### src/hsfc_pkg.sv
// Shared types, constants and a helper function for the half/single converter.
`default_nettype none

package hsfc_pkg;

  localparam int unsigned WordWidth = 32;
  localparam int unsigned MantWidth = 24;

  localparam logic [7:0] HalfToSglRebias = 8'd112;
  localparam logic [7:0] SubnExpStart    = 8'd113;
  localparam logic [7:0] SglExpAllOnes   = 8'hFF;
  localparam logic [4:0] HalfExpAllOnes  = 5'h1F;
  localparam logic [7:0] SglExpZeroBelow = 8'd102;
  localparam logic [7:0] SglExpSubMax    = 8'd112;
  localparam logic [7:0] SglExpOverflow  = 8'd143;
  localparam logic [24:0] RoundAdd       = 25'h0001000;
  localparam logic [14:0] HalfInfinity   = 15'h7C00;

  localparam logic ModeHalfToSgl = 1'b0;
  localparam logic ModeSglToHalf = 1'b1;

  typedef enum logic [1:0] {
    CLS_ZERO,
    CLS_SUB,
    CLS_NORM,
    CLS_INF
  } cls_t;

  typedef struct packed {
    logic                 mode;
    logic                 sign;
    cls_t                 cls;
    logic [7:0]           expo;
    logic [MantWidth-1:0] mant;
    logic [3:0]           shamt;
  } stage_t;

  // Leading zeros of a non-zero ten-bit half mantissa.
  function automatic logic [3:0] lzc10(input logic [9:0] m);
    logic [3:0] cnt;
    cnt = 4'd10;
    for (int i = 0; i < 10; i++) begin
      if (m[i]) begin
        cnt = 4'(9 - i);
      end
    end
    return cnt;
  endfunction

endpackage

`default_nettype wire

### src/hsfc_decode.sv
// First stage: unpacks the source word, classifies it and works out exponent and shift.
`default_nettype none

module hsfc_decode (
  input  wire logic                  clk,
  input  wire logic                  rst,
  input  wire logic                  start,
  input  wire logic                  mode,
  input  wire logic [31:0]           operand_bits,
  output logic                       dec_valid,
  output hsfc_pkg::stage_t           dec
);

  hsfc_pkg::stage_t dec_next;
  logic [4:0]       e5;
  logic [9:0]       m10;
  logic [7:0]       e8;
  logic [7:0]       sub_shift;

  always_comb begin
    e5        = operand_bits[14:10];
    m10       = operand_bits[9:0];
    e8        = operand_bits[30:23];
    sub_shift = hsfc_pkg::SubnExpStart - e8;
    dec_next       = '0;
    dec_next.mode  = mode;
    dec_next.cls   = hsfc_pkg::CLS_ZERO;
    if (mode == hsfc_pkg::ModeHalfToSgl) begin
      dec_next.sign = operand_bits[15];
      dec_next.mant = {14'b0, m10};
      if (e5 == 5'd0) begin
        if (m10 != 10'd0) begin
          dec_next.cls   = hsfc_pkg::CLS_SUB;
          dec_next.shamt = hsfc_pkg::lzc10(m10) + 4'd1;
          dec_next.expo  = hsfc_pkg::SubnExpStart - {4'b0, dec_next.shamt};
        end
      end else begin
        dec_next.cls = hsfc_pkg::CLS_NORM;
        if (e5 == hsfc_pkg::HalfExpAllOnes) begin
          dec_next.expo = hsfc_pkg::SglExpAllOnes;
        end else begin
          dec_next.expo = {3'b0, e5} + hsfc_pkg::HalfToSglRebias;
        end
      end
    end else begin
      dec_next.sign = operand_bits[31];
      if (e8 < hsfc_pkg::SglExpZeroBelow) begin
        dec_next.cls = hsfc_pkg::CLS_ZERO;
      end else if (e8 <= hsfc_pkg::SglExpSubMax) begin
        dec_next.cls   = hsfc_pkg::CLS_SUB;
        dec_next.shamt = sub_shift[3:0];
        dec_next.mant  = {1'b1, operand_bits[22:0]};
      end else if (e8 >= hsfc_pkg::SglExpOverflow) begin
        dec_next.cls = hsfc_pkg::CLS_INF;
      end else begin
        dec_next.cls  = hsfc_pkg::CLS_NORM;
        dec_next.expo = e8 - hsfc_pkg::HalfToSglRebias;
        dec_next.mant = {1'b0, operand_bits[22:0]};
      end
    end
  end

  always_ff @(posedge clk) begin
    if (rst) begin
      dec_valid <= 1'b0;
    end else begin
      dec_valid <= start;
    end
    dec <= dec_next;
  end

endmodule

`default_nettype wire

### src/hsfc_align.sv
// Second stage: normalises half subnormals and denormalises single values bound for half subnormals.
`default_nettype none

module hsfc_align (
  input  wire logic              clk,
  input  wire logic              rst,
  input  wire logic              dec_valid,
  input  wire hsfc_pkg::stage_t  dec,
  output logic                   aln_valid,
  output hsfc_pkg::stage_t       aln
);

  hsfc_pkg::stage_t aln_next;
  logic [10:0]      left;

  always_comb begin
    aln_next = dec;
    left     = {1'b0, dec.mant[9:0]} << dec.shamt;
    if (dec.cls == hsfc_pkg::CLS_SUB) begin
      if (dec.mode == hsfc_pkg::ModeHalfToSgl) begin
        aln_next.mant = {14'b0, left[9:0]};
      end else begin
        aln_next.mant = dec.mant >> dec.shamt;
      end
    end
  end

  always_ff @(posedge clk) begin
    if (rst) begin
      aln_valid <= 1'b0;
    end else begin
      aln_valid <= dec_valid;
    end
    aln <= aln_next;
  end

endmodule

`default_nettype wire

### src/hsfc_pack.sv
// Third stage: rounds half results and assembles the output word.
`default_nettype none

module hsfc_pack (
  input  wire logic              clk,
  input  wire logic              rst,
  input  wire logic              aln_valid,
  input  wire hsfc_pkg::stage_t  aln,
  output logic                   done,
  output logic [31:0]            result_bits
);

  logic [31:0] result_next;
  logic [24:0] rsum;
  logic [14:0] half_mag;

  always_comb begin
    rsum     = {1'b0, aln.mant} + hsfc_pkg::RoundAdd;
    half_mag = {aln.expo[4:0], 10'b0} + {3'b0, rsum[24:13]};
    if (aln.mode == hsfc_pkg::ModeHalfToSgl) begin
      case (aln.cls)
        hsfc_pkg::CLS_ZERO: result_next = {aln.sign, 31'b0};
        default:            result_next = {aln.sign, aln.expo, aln.mant[9:0], 13'b0};
      endcase
    end else begin
      case (aln.cls)
        hsfc_pkg::CLS_ZERO: result_next = {16'b0, aln.sign, 15'b0};
        hsfc_pkg::CLS_INF:  result_next = {16'b0, aln.sign, hsfc_pkg::HalfInfinity};
        default:            result_next = {16'b0, aln.sign, half_mag};
      endcase
    end
  end

  always_ff @(posedge clk) begin
    if (rst) begin
      done <= 1'b0;
    end else begin
      done <= aln_valid;
    end
    result_bits <= result_next;
  end

endmodule

`default_nettype wire

### src/half_single_float_converter.sv
// Top level of the binary16/binary32 converter: three register stages in a row.
//
//   Channel   Handshake         Payload
//   -------   ---------------   ------------------------
//   input     start, busy       mode, operand_bits
//   output    done (strobe)     result_bits
//
// A word taken at a start edge is registered in turn by the decode, align
// and pack stages; done is registered together with the packed result. A
// new word may be started in every cycle; busy is always low because
// nothing in the pipeline ever waits. Synchronous reset clears the valid
// bits of all three stages. The receiver cannot stall, so done is high for
// exactly one cycle per word.
`default_nettype none

module half_single_float_converter (
  input  wire logic        clk,
  input  wire logic        rst,
  input  wire logic        start,
  output logic             busy,
  input  wire logic        mode,
  input  wire logic [31:0] operand_bits,
  output logic             done,
  output logic [31:0]      result_bits
);

  logic             dec_valid;
  hsfc_pkg::stage_t dec;
  logic             aln_valid;
  hsfc_pkg::stage_t aln;

  assign busy = 1'b0;

  hsfc_decode u_decode (
    .clk          (clk),
    .rst          (rst),
    .start        (start),
    .mode         (mode),
    .operand_bits (operand_bits),
    .dec_valid    (dec_valid),
    .dec          (dec)
  );

  hsfc_align u_align (
    .clk       (clk),
    .rst       (rst),
    .dec_valid (dec_valid),
    .dec       (dec),
    .aln_valid (aln_valid),
    .aln       (aln)
  );

  hsfc_pack u_pack (
    .clk         (clk),
    .rst         (rst),
    .aln_valid   (aln_valid),
    .aln         (aln),
    .done        (done),
    .result_bits (result_bits)
  );

endmodule

`default_nettype wire
### config.mk
export PLATFORM = sky130hd
export DESIGN_NAME = half_single_float_converter
export DESIGN_NICKNAME = d
export VERILOG_FILES = /design/src/hsfc_pkg.sv /design/src/hsfc_decode.sv /design/src/hsfc_align.sv /design/src/hsfc_pack.sv /design/src/half_single_float_converter.sv
export SDC_FILE = /design/constraint.sdc
export NUM_CORES = 1
export LEC_CHECK = 0
export BUFFER_PORTS_ARGS = -buffer_cell sky130_fd_sc_hd__buf_2
export CORE_ASPECT_RATIO = 1.2
export CORE_MARGIN = 2
export CORE_UTILIZATION = 55
export CTS_CLUSTER_DIAMETER = 30
export DETAILED_ROUTE_END_ITERATION = 16
export PLACE_DENSITY = 0.82
export SKIP_CTS_REPAIR_TIMING = 1
export SYNTH_ARGS = -nofsm -noshare
export SYNTH_HDL_FRONTEND = slang
export SYNTH_SLANG_ARGS = --single-unit
### constraint.sdc
create_clock -name clk -period 2.8 [get_ports clk]
set_clock_uncertainty 0.05 [all_clocks]
set_input_delay 0.56 -clock clk [delete_from_list [all_inputs] [get_ports clk]]
set_output_delay 0.56 -clock clk [all_outputs]
set_load 0.05 [all_outputs]
[Word level (Yosys, flattened, before mapping)]
Cells that the tools add are included.
Storage, ports and cells
  flip-flop bits (word level): 111
  output and inout port bits: 34
Operators by class
  add/sub/neg operators: 7
  magnitude comparators: 3
  equality and inequality tests: 3
  shifts and indexed selects: 2
  muxes and demuxes: 32
  bitwise logic cells: 1
  reduce and logical (&&, ||, !) cells: 4
Operators by type and width (count)
  $mux 24: 3
  $mux 32: 2
  $mux 4: 14
  $mux 39: 1
  $mux 36: 1
  $mux 31: 1
  $pmux 15 s2: 1
  $add 24x13->25 const B: 1
  $shr 24x4->24: 1
  $mux 8: 2
  $add 15x12->15: 1
  $mux 10: 1
  $reduce_bool 10->1: 1
  $shl 10x4->10: 1
  $mux 9: 1
  $add 5x7->8 const B: 1
  $ge 8x8->1 const B: 1
  $le 8x7->1 const B: 1
  $lt 8x7->1 const B: 1
  $mux 2: 4
  $sub 7x4->8 const A: 1
  $sub 8x7->8 const B: 1
  $eq 5x5->1 const B: 1
  $logic_not 5->1: 1
  other kinds (8): 8

[Longest topological paths before layout]
Gate-level depths: netlist (run 1).
  depth in word-level cells: 18
  gate-level depth with buffers: 12
  depth with buffers taken out: 11

[By module]
From an unflattened synthesis (run 1), not the netlist that was laid out.
Second synthesis, totals
  cell total of the unflattened synthesis: 533
  area total of the unflattened synthesis: 5569.1 µm²
Modules (own cells, without submodules)
  hsfc_align: times used 1, cells an instance 232, area each 2618.8 µm², seq. area each 820.8 µm²
  hsfc_decode: times used 1, cells an instance 168, area each 1646.6 µm², seq. area each 820.8 µm²
  hsfc_pack: times used 1, cells an instance 131, area each 1292.5 µm², seq. area each 660.6 µm²
  half_single_float_converter: times used 1, cells an instance 2, area each 11.3 µm², seq. area each 0.0 µm²

[Worst setup path before layout (run 1)]
OpenSTA, ideal clock, no wires.
  path kind: register to register
  start point: register u_align.aln[18] (netlist name)
  end point: register u_pack.result_bits[14]
  arrival: 2.089 ns
  data required time: 2.636 ns
  slack: 0.547 ns
  stages on the path, launching flop included: 13
  cell sequence: dfxtp_1 and3_1 clkbuf_1 nand2_1 nor2_1 xor2_1 ha_1 inv_1 fa_1 nor2_1 xnor2_1 a21oi_1 a21o_1
On the way
  cells in the longest elaborated chain, start to end: 4
Ends and longest elaborated chain
  $add 24x13->25: RTL line hsfc_pack.sv:18  | rsum = {1'b0, aln.mant} + hsfc_pkg::RoundAdd;
  $add 15x12->15: RTL line hsfc_pack.sv:19  | half_mag = {aln.expo[4:0], 10'b0} + {3'b0, rsum[24:13]};
  $pmux 15 s2: RTL line hsfc_pack.sv:26  | case (aln.cls)
  $mux 32: RTL line hsfc_pack.sv:20  | if (aln.mode == hsfc_pkg::ModeHalfToSgl) begin
  via u_pack.result_next[14]: RTL line hsfc_pack.sv:13  | logic [31:0] result_next;
  end signal, assigned: RTL line hsfc_pack.sv:40  | result_bits <= result_next;
  end, declared: RTL line hsfc_pack.sv:10  | output logic [31:0] result_bits
The timed path passes the listed nets, and every way through them passes these cells.
A chain may end at the register's enable or synchronous reset.

[Final worst setup path (run 1)]
  start point: register u_align.aln[19] (netlist name)
  end point: register u_pack.result_bits[14]
On the way
  cells in the longest elaborated chain, start to end: 4
Ends and longest elaborated chain (RTL line)
  $add 24x13->25: hsfc_pack.sv:18
  $add 15x12->15: hsfc_pack.sv:19
  $pmux 15 s2: hsfc_pack.sv:26
  $mux 32: hsfc_pack.sv:20
  via u_pack.result_next[14]: hsfc_pack.sv:13
The timed path passes the listed nets, and every way through them passes these cells.

==> impl_metrics.py, run 1 <==
metrics = {
    "status": {
        "status": "finished, final reports clean",
    },
    "setup_path": {
        "rr_startpoint": "u_align.aln[19]$_DFF_P_",
        "r2r_end": "u_pack.result_bits[14]$_DFF_P_",
        "end_kind": "flop",
        "required_ns": 3.00,
        "crit_path_end": "u_pack.result_bits[14]$_DFF_P_",
        "cp-startpoint": "u_align.aln[19]$_DFF_P_",
        "reg2reg_slack_ns": 0.36,
        "critical_path.startpoint_type": "flop",
        "cp_max_fo": 5,
        "path_class": "reg -> reg",
        "arrival_ns": 2.63,
        "ff2ff_path_depth": 11,
    },
    "cells_and_area": {
        "register_area_sq_um": 2180,
        "areaGrowthSynthToFinish_pct": 13.8,
        "fin_area_sq_um": 6010,
        "final_nets": 639,
        "layout-drive-gt1-share": 0.238,
        "nFillCells": 779,
        "multi_input_area_sq_um": 2860,
        "n_antenna_cell": 0,
    },
    "sta": {
        "drv_slew": 0,
        "tns_ns": 0,
        "worst_pin_slew_ns": 0.848,
        "post-route-min-period_ns": 2.44,
        "setup_viol": 0,
        "rsz0062_at_grt": "false",
        "fin_ws_ns": 0.364,
        "slew_headroom": 0.433,
        "post-route-period-util": 0.870,
        "hold_viol": 0,
        "max_freq_mhz": 410,
    },
    "synth": {
        "ys_warn_count": 0,
        "synth_top_area_share": 0.414,
        "synth.area.top_cells": "dfxtp_1 (41%), mux4_2 (7.3%), mux2i_1 (6.3%), mux2_2 (3.2%), and2_1 (3.1%)",
        "synth_area_sq_um": 5280,
        "synth.distinct_cells": 68,
        "syn_area_per_cell_sq_um": 10.0,
        "ys_ff_latch": 109,
        "synth_top_area_cell": "dfxtp_1",
        "synth_fp_nets": 575,
        "seq_area_frac_synth": 0.414,
        "yosys-top-cells-count": "dfxtp_1 (109), nand2_1 (37), nor2_1 (34), mux2i_1 (33), and2_1 (26)",
        "synth_edf_count": 0,
        "synthFlopType": "dfxtp_1",
        "yosysMostFrequentCell": "dfxtp_1",
        "synthCells": 527,
        "async_flop_share": 0,
    },
    "clocking": {
        "cts-htree-levels": 3,
        "clk_transition_reported_paths_ns": 0.07,
        "cts_tree": "built",
        "cts-root-buf": "clkbuf_16",
        "cts_sinks": 109,
        "clock_path_buffers": 2,
        "clkLatencyLatePin_ns": 0.35,
        "numCtsBuffers": 9,
    },
    "route": {
        "drc": 0,
        "vias": 4277,
        "firstDrtPassIters": 5,
        "wl_per_cell_um": 17.3,
        "ant_nets": 0,
        "viasPerCell": 5.95,
        "first_iter_violations": 504,
        "routed_wl_um": 12500,
    },
    "placement": {
        "dpl-instance-area_sq_um": 5700,
        "dp_slack_ns": 0.288,
        "port_buffers": 68,
        "dpl.hpwl_um": 9450,
        "gp_congestion": 0.959,
    },
    "grt": {
        "grt_overflow": 0,
        "grt_pass1_wl_um": 19900,
        "antenna_found_initial": 0,
        "gr-usage-all-layers": 0.246,
        "grt_pass1_vias": 4155,
        "grt_max_degree": 29,
    },
    "flow_run": {
        "cap_violations": 0,
    },
    "pwr": {
        "powerDensity_nw_per_um2": 569,
        "total_power_mw": 3.42,
        "ir_drop_mv": 0.283,
        "leakage_nw": 2.49,
    },
    "die": {
        "io-pin-count": 70,
        "rows": 39,
        "coreArea_sq_um": 9420,
        "die_height_um": 111,
        "start_util": 0.560,
        "dieArea_sq_um": 10400,
        "die_x_um": 93.4,
    },
    "hold_path": {
        "hp-class": "reg -> reg",
    },
}
## power by group
| group | internal (mW) | switching, mW |
|---|---|---|
| Sequential | 1.65 | 0.0747 |
| Clock | 0.632 | 0.593 |
| Combinational | 0.180 | 0.293 |
## cell usage in the layout (no fill, tap or decap), types with 3 or more instances in the layout
cell	synthesis	routed
dfxtp_1	109	107
buf_2	5	68
nand2_1	37	37
nor2_1	34	34
mux2i_1	33	33
and2_1	26	26
nand3_1	20	20
o21ai_0	18	18
inv_1	17	17
mux4_2	17	17
and3_1	17	17
mux2_2	15	15
buf_4	3	13
a21oi_1	12	12
o22ai_1	11	11
nor3_1	11	11
xor2_1	11	11
ha_1	11	11
nand2b_1	10	10
clkbuf_16	0	9
nor2b_1	7	7
xnor2_1	7	7
a22o_1	5	5
a21o_1	5	5
a22oi_1	4	4
a21boi_0	4	4
mux4_1	3	3
o31ai_1	3	3
o211ai_1	3	3
o22a_1	3	3
o221ai_1	3	3
nor4_1	3	3
## worst min path at each step
stage,to,startpoint,slack (ns),cells past startpoint
6_report,u_align.aln[28]$_DFF_P_,u_decode.dec[28]$_DFF_P_,0.28,0
5_1_grt,u_align.aln[35]$_DFF_P_,u_decode.dec[35]$_DFF_P_,0.29,0
4_1_cts,u_align.aln[28]$_DFF_P_,u_decode.dec[28]$_DFF_P_,0.28,0
3_5_place_dp,u_align.aln[35]$_DFF_P_,u_decode.dec[35]$_DFF_P_,0.27,0
3_3_place_gp,u_align.aln[35]$_DFF_P_,u_decode.dec[35]$_DFF_P_,0.26,0
2_1_floorplan,u_align.aln[28]$_DFF_P_,u_decode.dec[28]$_DFF_P_,0.26,0
## metal layers
layer,vias to the layer above,part of all wire,track usage
met5,-,0,0
met4,0,0.052,0.164
met3,47,0.046,0.0292
met2,185,0.52,0.425
met1,2020,0.38,0.280
li1,2025,-,-
## state kept, by name (all words and copies together) (netlist names)
| name | cells |
|---|---|
| u_align.aln | 34 |
| u_decode.dec | 40 |
| u_pack.done | 1 |
| u_pack.result_bits | 32 |
| u_align.aln_valid | 1 |
| u_decode.dec_valid | 1 |
## critical path: stages, from the launching register on
cell,delay (ns)
dfxtp_1,0.40
and4_1,0.27
nand4_1,0.13
nor2_1,0.15
xor2_1,0.17
ha_1,0.18
inv_1,0.05
fa_1,0.39
nor2_1,0.15
xnor2_1,0.13
a21oi_1,0.09
a21o_1,0.17
## final cells by class
| class | count | share of cell area |
|---|---|---|
| Tap cell | 123 | 0.0256 |
| Sequential cell | 109 | 0.364 |
| Timing Repair Buffer | 81 | 0.0729 |
| Inverter | 18 | 0.0113 |
| Multi-Input combinational cell | 372 | 0.476 |
| Clock buffer | 9 | 0.0375 |
| Clock inverter | 7 | 0.0129 |
## cell families (layout without fill, tap and decap cells)
logic type / count (synthesis) / count (layout) / synth area share
and+or+nand+nor: 177 / 177 / 0.172
DFF: 109 / 109 / 0.414
AOI/OAI and AO/OA: 96 / 96 / 0.127
muxes: 68 / 68 / 0.182
buffers and inverters: 46 / 115 / 0.0446
xor gates and xnor gates: 18 / 18 / 0.0299
adders and majority gates: 12 / 12 / 0.0299
other: 1 / 1 / 0.000711
## metrics by stage
| step | util | instances | hold slack [ns] |
|---|---|---|---|
| 2_1_floorplan | - | 527 | 0.260 |
| 3_3_place_gp | 0.606 | 703 | 0.262 |
| 3_5_place_dp | 0.606 | 703 | 0.267 |
| 4_1_cts | 0.638 | 719 | 0.284 |
| 5_1_grt | 0.638 | 719 | 0.292 |
| 6_report | 0.638 | 719 | 0.281 |
(Power assumes the default switching activity.)
==> inputs of run 2 (changes only) <==
==> constraint.sdc (replaced) <==
create_clock -name clk -period 3.1 [get_ports clk]
set_clock_uncertainty 0.05 [all_clocks]
set_input_delay 0.62 -clock clk [delete_from_list [all_inputs] [get_ports clk]]
set_output_delay 0.62 -clock clk [all_outputs]
set_load 0.05 [all_outputs]
==> run 2 against run 1 <==
Against the previous run: clock power decreased by 7%; worst hold slack better by 0.0023 ns; cell area shrank 0.58%; power fell by 8.6%; sequential power fell by 9%; largest power group unchanged.
==> impl_metrics.py, run 2 (synthesis gave the netlist of run 1 again) <==
metrics = {
    "sta": {
        "drv_slew": 0,
        "post-route-period-util": 0.790,
        "worst_pin_slew_ns": 0.926,
        "setup_viol": 0,
        "rsz0062_at_grt": "false",
        "post-route-min-period_ns": 2.45,
        "hold_viol": 0,
        "fin_hold_ws_ns": 0.284,
        "tns_ns": 0,
        "max_freq_mhz": 408,
        "slew_headroom": 0.381,
    },
    "clocking": {
        "cts-htree-levels": 3,
        "clock_path_buffers": 2,
        "clk_transition_reported_paths_ns": 0.08,
        "cts_tree": "built",
        "cts-root-buf": "clkbuf_16",
        "cts_sinks": 109,
        "clkLatencyLatePin_ns": 0.36,
        "numCtsBuffers": 9,
    },
    "hold_path": {
        "hp-start": "u_decode.dec[34]$_DFF_P_",
        "hp-class": "reg -> reg",
        "hold_depth": 0,
        "whs_endpoint": "u_align.aln[34]$_DFF_P_",
    },
    "cells_and_area": {
        "areaGrowthSynthToFinish_pct": 13.2,
        "final_nets": 633,
        "fin_area_sq_um": 5970,
        "multi_input_area_sq_um": 2860,
        "regMostFlops": "u_decode.dec",
        "layout-drive-gt1-share": 0.231,
        "register_area_sq_um": 2180,
        "most-common-layout-cells": "dfxtp_1 (107), buf_2 (68), nand2_1 (37), nor2_1 (34), mux2i_1 (33)",
        "n_antenna_cell": 0,
        "final_common_cell": "dfxtp_1",
        "largest_reg_flops": 40,
        "nFillCells": 789,
        "top_regs": "u_decode.dec (40), u_align.aln (34), u_pack.result_bits (32)",
    },
    "setup_path": {
        "critical_path.startpoint_type": "flop",
        "r2r_end": "u_pack.result_bits[14]$_DFF_P_",
        "end_kind": "flop",
        "ff2ff_path_depth": 11,
        "cp_max_fo": 5,
        "path_class": "reg -> reg",
        "rr_startpoint": "u_align.aln[19]$_DFF_P_",
        "required_ns": 3.31,
        "reg2reg_slack_ns": 0.65,
        "arrival_ns": 2.66,
    },
    "placement": {
        "dpl.hpwl_um": 9390,
        "dpl-instance-area_sq_um": 5660,
        "gp_congestion": 0.975,
        "port_buffers": 68,
    },
    "grt": {
        "grt_overflow": 0,
        "grt_max_degree": 37,
        "antenna_found_initial": 0,
        "grt_pass1_wl_um": 20200,
        "grt_pass1_vias": 4076,
        "gr-usage-all-layers": 0.249,
    },
    "route": {
        "wl_per_cell_um": 17.4,
        "ant_nets": 0,
        "drc": 0,
        "vias": 4226,
        "first_iter_violations": 391,
        "firstDrtPassIters": 6,
        "routed_wl_um": 12400,
        "viasPerCell": 5.93,
    },
    "die": {
        "start_util": 0.560,
        "die_height_um": 111,
        "dieArea_sq_um": 10400,
        "coreArea_sq_um": 9420,
        "io-pin-count": 70,
        "die_x_um": 93.4,
        "rows": 39,
    },
    "pwr": {
        "p_sw_frac": 0.287,
        "p_seq_frac": 0.498,
        "comb_power_share": 0.135,
        "leakage_nw": 2.47,
        "ir_drop_mv": 0.255,
        "switching_power_mw": 0.897,
        "powerDensity_nw_per_um2": 523,
        "p_int_mw": 2.23,
        "p_clk_frac": 0.366,
    },
    "flow_run": {
        "cap_violations": 0,
    },
    "status": {
        "status": "finished, final reports clean",
    },
}
==> run 2: changes by cell type in the layout (fill, tap and decap cells not counted), sizes merged <==
cell	change
buf	-6
==> run 2: layout make-up <==
class,instances,area share
Timing Repair Buffer,75,0.0658
Clock inverter,7,0.0147
Tap cell,123,0.0258
Sequential cell,109,0.366
Clock buffer,9,0.0377
Inverter,18,0.0113
Multi-Input combinational cell,372,0.479
==> run 2: metal layers <==
layer  vias up  share of wire  wire (um)  global-route usage
met5         -              0          0                   0
met3        36          0.058        712              0.0435
met2       203           0.52       6440               0.428
met1      1967           0.39       4790               0.297
met4         0          0.036        444               0.117
li1       2020              -          -                   -
==> run 2: metrics by stage <==
step,utilization,power [mW],std cells,setup slack (ns)
finish,0.634,3.12,713,0.650
global route,0.634,3.25,713,0.420
CTS,0.634,3.14,713,0.629
detailed placement,0.601,2.01,697,0.469
global placement,0.601,1.99,697,0.519
floorplan,-,1.87,527,0.847
==> run 2: worst max path at each step <==
stage                                        from                        endpoint  slack (ns)
after global routing      u_align.aln[19]$_DFF_P_  u_pack.result_bits[14]$_DFF_P_        0.42
after global placement            operand_bits[1]        u_decode.dec[30]$_DFF_P_        0.52
final                     u_align.aln[19]$_DFF_P_  u_pack.result_bits[14]$_DFF_P_        0.65
after detailed placement          operand_bits[1]        u_decode.dec[30]$_DFF_P_        0.47
after CTS                 u_align.aln[19]$_DFF_P_  u_pack.result_bits[14]$_DFF_P_        0.63
after floorplan           u_align.aln[18]$_DFF_P_  u_pack.result_bits[14]$_DFF_P_        0.85
==> run 2: critical path, stage by stage, from the launching register on <==
cell and delay, ns:
dfxtp_1 0.41, and4_1 0.26, nand4_1 0.12, nor2_1 0.16, xor2_1 0.18, ha_1 0.18
inv_1 0.05, fa_1 0.40, nor2_1 0.17, xnor2_1 0.14, a21oi_1 0.08, a21o_1 0.16
==> run 2: power groups by stage <==
| stage | combinational, mW | clock, mW | sequential (mW) |
|---|---|---|---|
| global placement | 0.410 | 0 | 1.58 |
| detailed placement | 0.417 | 0 | 1.59 |
| CTS | 0.420 | 1.16 | 1.56 |
| global route | 0.455 | 1.22 | 1.57 |
| floorplan | 0.224 | 0 | 1.65 |
| finish | 0.422 | 1.14 | 1.56 |
==> inputs of run 3 (changes only) <==
--- a/config.mk
+++ b/config.mk
@@ -8,10 +8,10 @@
 export BUFFER_PORTS_ARGS = -buffer_cell sky130_fd_sc_hd__buf_2
 export CORE_ASPECT_RATIO = 1.2
 export CORE_MARGIN = 2
-export CORE_UTILIZATION = 55
+export CORE_UTILIZATION = 52
 export CTS_CLUSTER_DIAMETER = 30
 export DETAILED_ROUTE_END_ITERATION = 16
-export PLACE_DENSITY = 0.82
+export PLACE_DENSITY = 0.81
 export SKIP_CTS_REPAIR_TIMING = 1
 export SYNTH_ARGS = -nofsm -noshare
 export SYNTH_HDL_FRONTEND = slang
==> constraint.sdc (replaced) <==
create_clock -name clk -period 2.07 [get_ports clk]
set_clock_uncertainty 0.05 [all_clocks]
set_input_delay 0.414 -clock clk [delete_from_list [all_inputs] [get_ports clk]]
set_output_delay 0.414 -clock clk [all_outputs]
set_load 0.05 [all_outputs]
==> run 3 against run 2 <==
Against the previous run: the flow now finishes with violations (setup timing); cell area is 7.3% higher; fmax is 3.7% higher; die area is 5.5% higher; routed wire length is 3.9% higher; sequential power is 48% higher; clock-buffer cell count is 1 higher; first-iteration DRC count is 17% higher; register-to-register slack worse by 0.94 ns; global-route usage is 0.41 points lower.
==> impl_metrics.py, run 3 (synthesis gave the netlist of run 1 again) <==
metrics = {
    "sta": {
        "fin_ws_ns": -0.292,
        "hold_viol": 0,
        "post-route-min-period_ns": 2.36,
        "max_freq_mhz": 423,
        "drv_slew": 0,
        "setup_viol": 4,
        "post-route-period-util": 1.14,
        "rsz0062_at_grt": "true",
        "slew_headroom": 0.662,
        "tns_ns": -0.771,
        "fin_hold_ws_ns": 0.195,
        "worst_pin_slew_ns": 0.505,
    },
    "setup_path": {
        "crit_path_end": "u_pack.result_bits[14]$_DFF_P_",
        "arrival_ns": 2.55,
        "crit_chain": "and4_1 > nand4_1 > nor2_1 > xor2_1 > ha_2 > inv_2 > fa_2 > nor2_2 > xnor2_1 > a21oi_1 > a21o_1",
        "end_kind": "flop",
        "cp_max_fo": 2,
        "reg2reg_slack_ns": -0.29,
        "rr_startpoint": "u_align.aln[19]$_DFF_P_",
        "cp-startpoint": "u_align.aln[19]$_DFF_P_",
        "crit_slowest_cell": "fa_2",
        "ff2ff_path_depth": 11,
        "critical_path.startpoint_type": "flop",
        "slowest_delay_ns": 0.36,
        "worstSetupPathDepth": 11,
        "r2r_end": "u_pack.result_bits[14]$_DFF_P_",
        "crit_buf_inv": 1,
        "path_class": "reg -> reg",
        "required_ns": 2.26,
        "crit_family": "simple AND/OR/NAND/NOR gates",
    },
    "placement": {
        "port_buffers": 68,
        "dp_cells": 742,
        "gp_congestion": 0.914,
        "dpl-instance-area_sq_um": 6010,
        "dpl.hpwl_um": 9890,
        "dp_slack_ns": -0.302,
    },
    "route": {
        "viasPerCell": 5.76,
        "drc": 0,
        "firstDrtPassIters": 5,
        "first_iter_violations": 458,
        "wl_per_cell_um": 16.9,
        "ant_nets": 0,
        "vias": 4386,
        "routed_wl_um": 12900,
    },
    "clocking": {
        "numCtsBuffers": 9,
        "clkLatencyLatePin_ns": 0.35,
        "cts_tree": "built",
        "cts-root-buf": "clkbuf_16",
        "cts-htree-levels": 3,
        "clock_path_buffers": 2,
        "clk_transition_reported_paths_ns": 0.07,
        "cts_sinks": 109,
    },
    "die": {
        "die_height_um": 114,
        "io-pin-count": 70,
        "start_util": 0.530,
        "coreArea_sq_um": 9960,
        "dieArea_sq_um": 11000,
        "rows": 40,
        "die_x_um": 96.0,
    },
    "hold_path": {
        "hp-class": "in -> reg",
    },
    "cells_and_area": {
        "final_nets": 679,
        "n_antenna_cell": 0,
        "register_area_sq_um": 2190,
        "regMostFlops": "u_decode.dec",
        "areaGrowthSynthToFinish_pct": 21.4,
        "fin_area_sq_um": 6410,
        "multi_input_area_sq_um": 2890,
        "final_common_cell": "dfxtp_1",
        "nFillCells": 785,
        "final_cells": 762,
        "top_regs": "u_decode.dec (40), u_align.aln (34), u_pack.result_bits (32)",
        "most-common-layout-cells": "dfxtp_1 (102), buf_2 (68), buf_4 (50), nand2_1 (37), mux2i_1 (33)",
        "largest_reg_flops": 40,
        "layout-drive-gt1-share": 0.307,
    },
    "grt": {
        "gr-usage-all-layers": 0.245,
        "grt_pass1_wl_um": 20400,
        "grt_pass1_vias": 4186,
        "grt_overflow": 0,
        "grt_max_degree": 43,
        "antenna_found_initial": 0,
    },
    "status": {
        "status": "finished, violations left",
        "violations": "setup timing",
    },
    "pwr": {
        "leakage_nw": 2.73,
        "ir_drop_mv": 0.412,
        "powerDensity_nw_per_um2": 757,
    },
    "flow_run": {
        "cap_violations": 0,
    },
}
## run 3: how the worst min path moves through the flow
| stage | start | to | slack (ns) | cells after the start |
|---|---|---|---|---|
| after detailed placement | u_decode.dec[34]$_DFF_P_ | u_align.aln[34]$_DFF_P_ | 0.26 | 0 |
| after global routing | rst | u_align.aln_valid$_SDFF_PP0_ | 0.20 | 2 |
| after floorplan | u_decode.dec[28]$_DFF_P_ | u_align.aln[28]$_DFF_P_ | 0.26 | 0 |
| final | rst | u_align.aln_valid$_SDFF_PP0_ | 0.20 | 2 |
| after global placement | u_decode.dec[33]$_DFF_P_ | u_align.aln[33]$_DFF_P_ | 0.26 | 0 |
| after CTS | rst | u_align.aln_valid$_SDFF_PP0_ | 0.19 | 2 |
## run 3: area by class of cell
class                      count  share of cell area
tap                          126              0.0246
clock buffer                  10              0.0373
inverter                      18              0.0105
timing repair buffer         121               0.120
sequential                   109               0.342
multi-input combinational    372               0.452
clock inverter                 6              0.0143
## run 3: report_power, final
group,total (mW),switching (mW),internal [mW]
Combinational,0.715,0.431,0.284
Sequential,2.31,0.0770,2.23
Clock,1.83,0.730,1.10
## run 3: per-stage QoR
| stage | utilization | power, mW |
|---|---|---|
| after floorplan | - | 2.80 |
| after global placement | 0.604 | 3.04 |
| after detailed placement | 0.604 | 3.06 |
| after CTS | 0.637 | 4.88 |
| after global routing | 0.643 | 5.04 |
| final | 0.643 | 4.85 |
## run 3: layer usage
layer | track usage | wire length, um | vias to the layer above
met3 | 0.0395 | 723 | 34
met2 | 0.424 | 6500 | 199
met4 | 0.119 | 443 | 0
met5 | 0 | 0 | -
met1 | 0.291 | 5190 | 2048
li1 | - | - | 2105
## run 3: worst reg2reg max path, stage by stage (launching register included)
cell and delay [ns]:
dfxtp_2 0.32, and4_1 0.22, nand4_1 0.14, nor2_1 0.16
xor2_1 0.23, ha_2 0.23, inv_2 0.04, fa_2 0.36
nor2_2 0.10, xnor2_1 0.12, a21oi_1 0.10, a21o_1 0.18
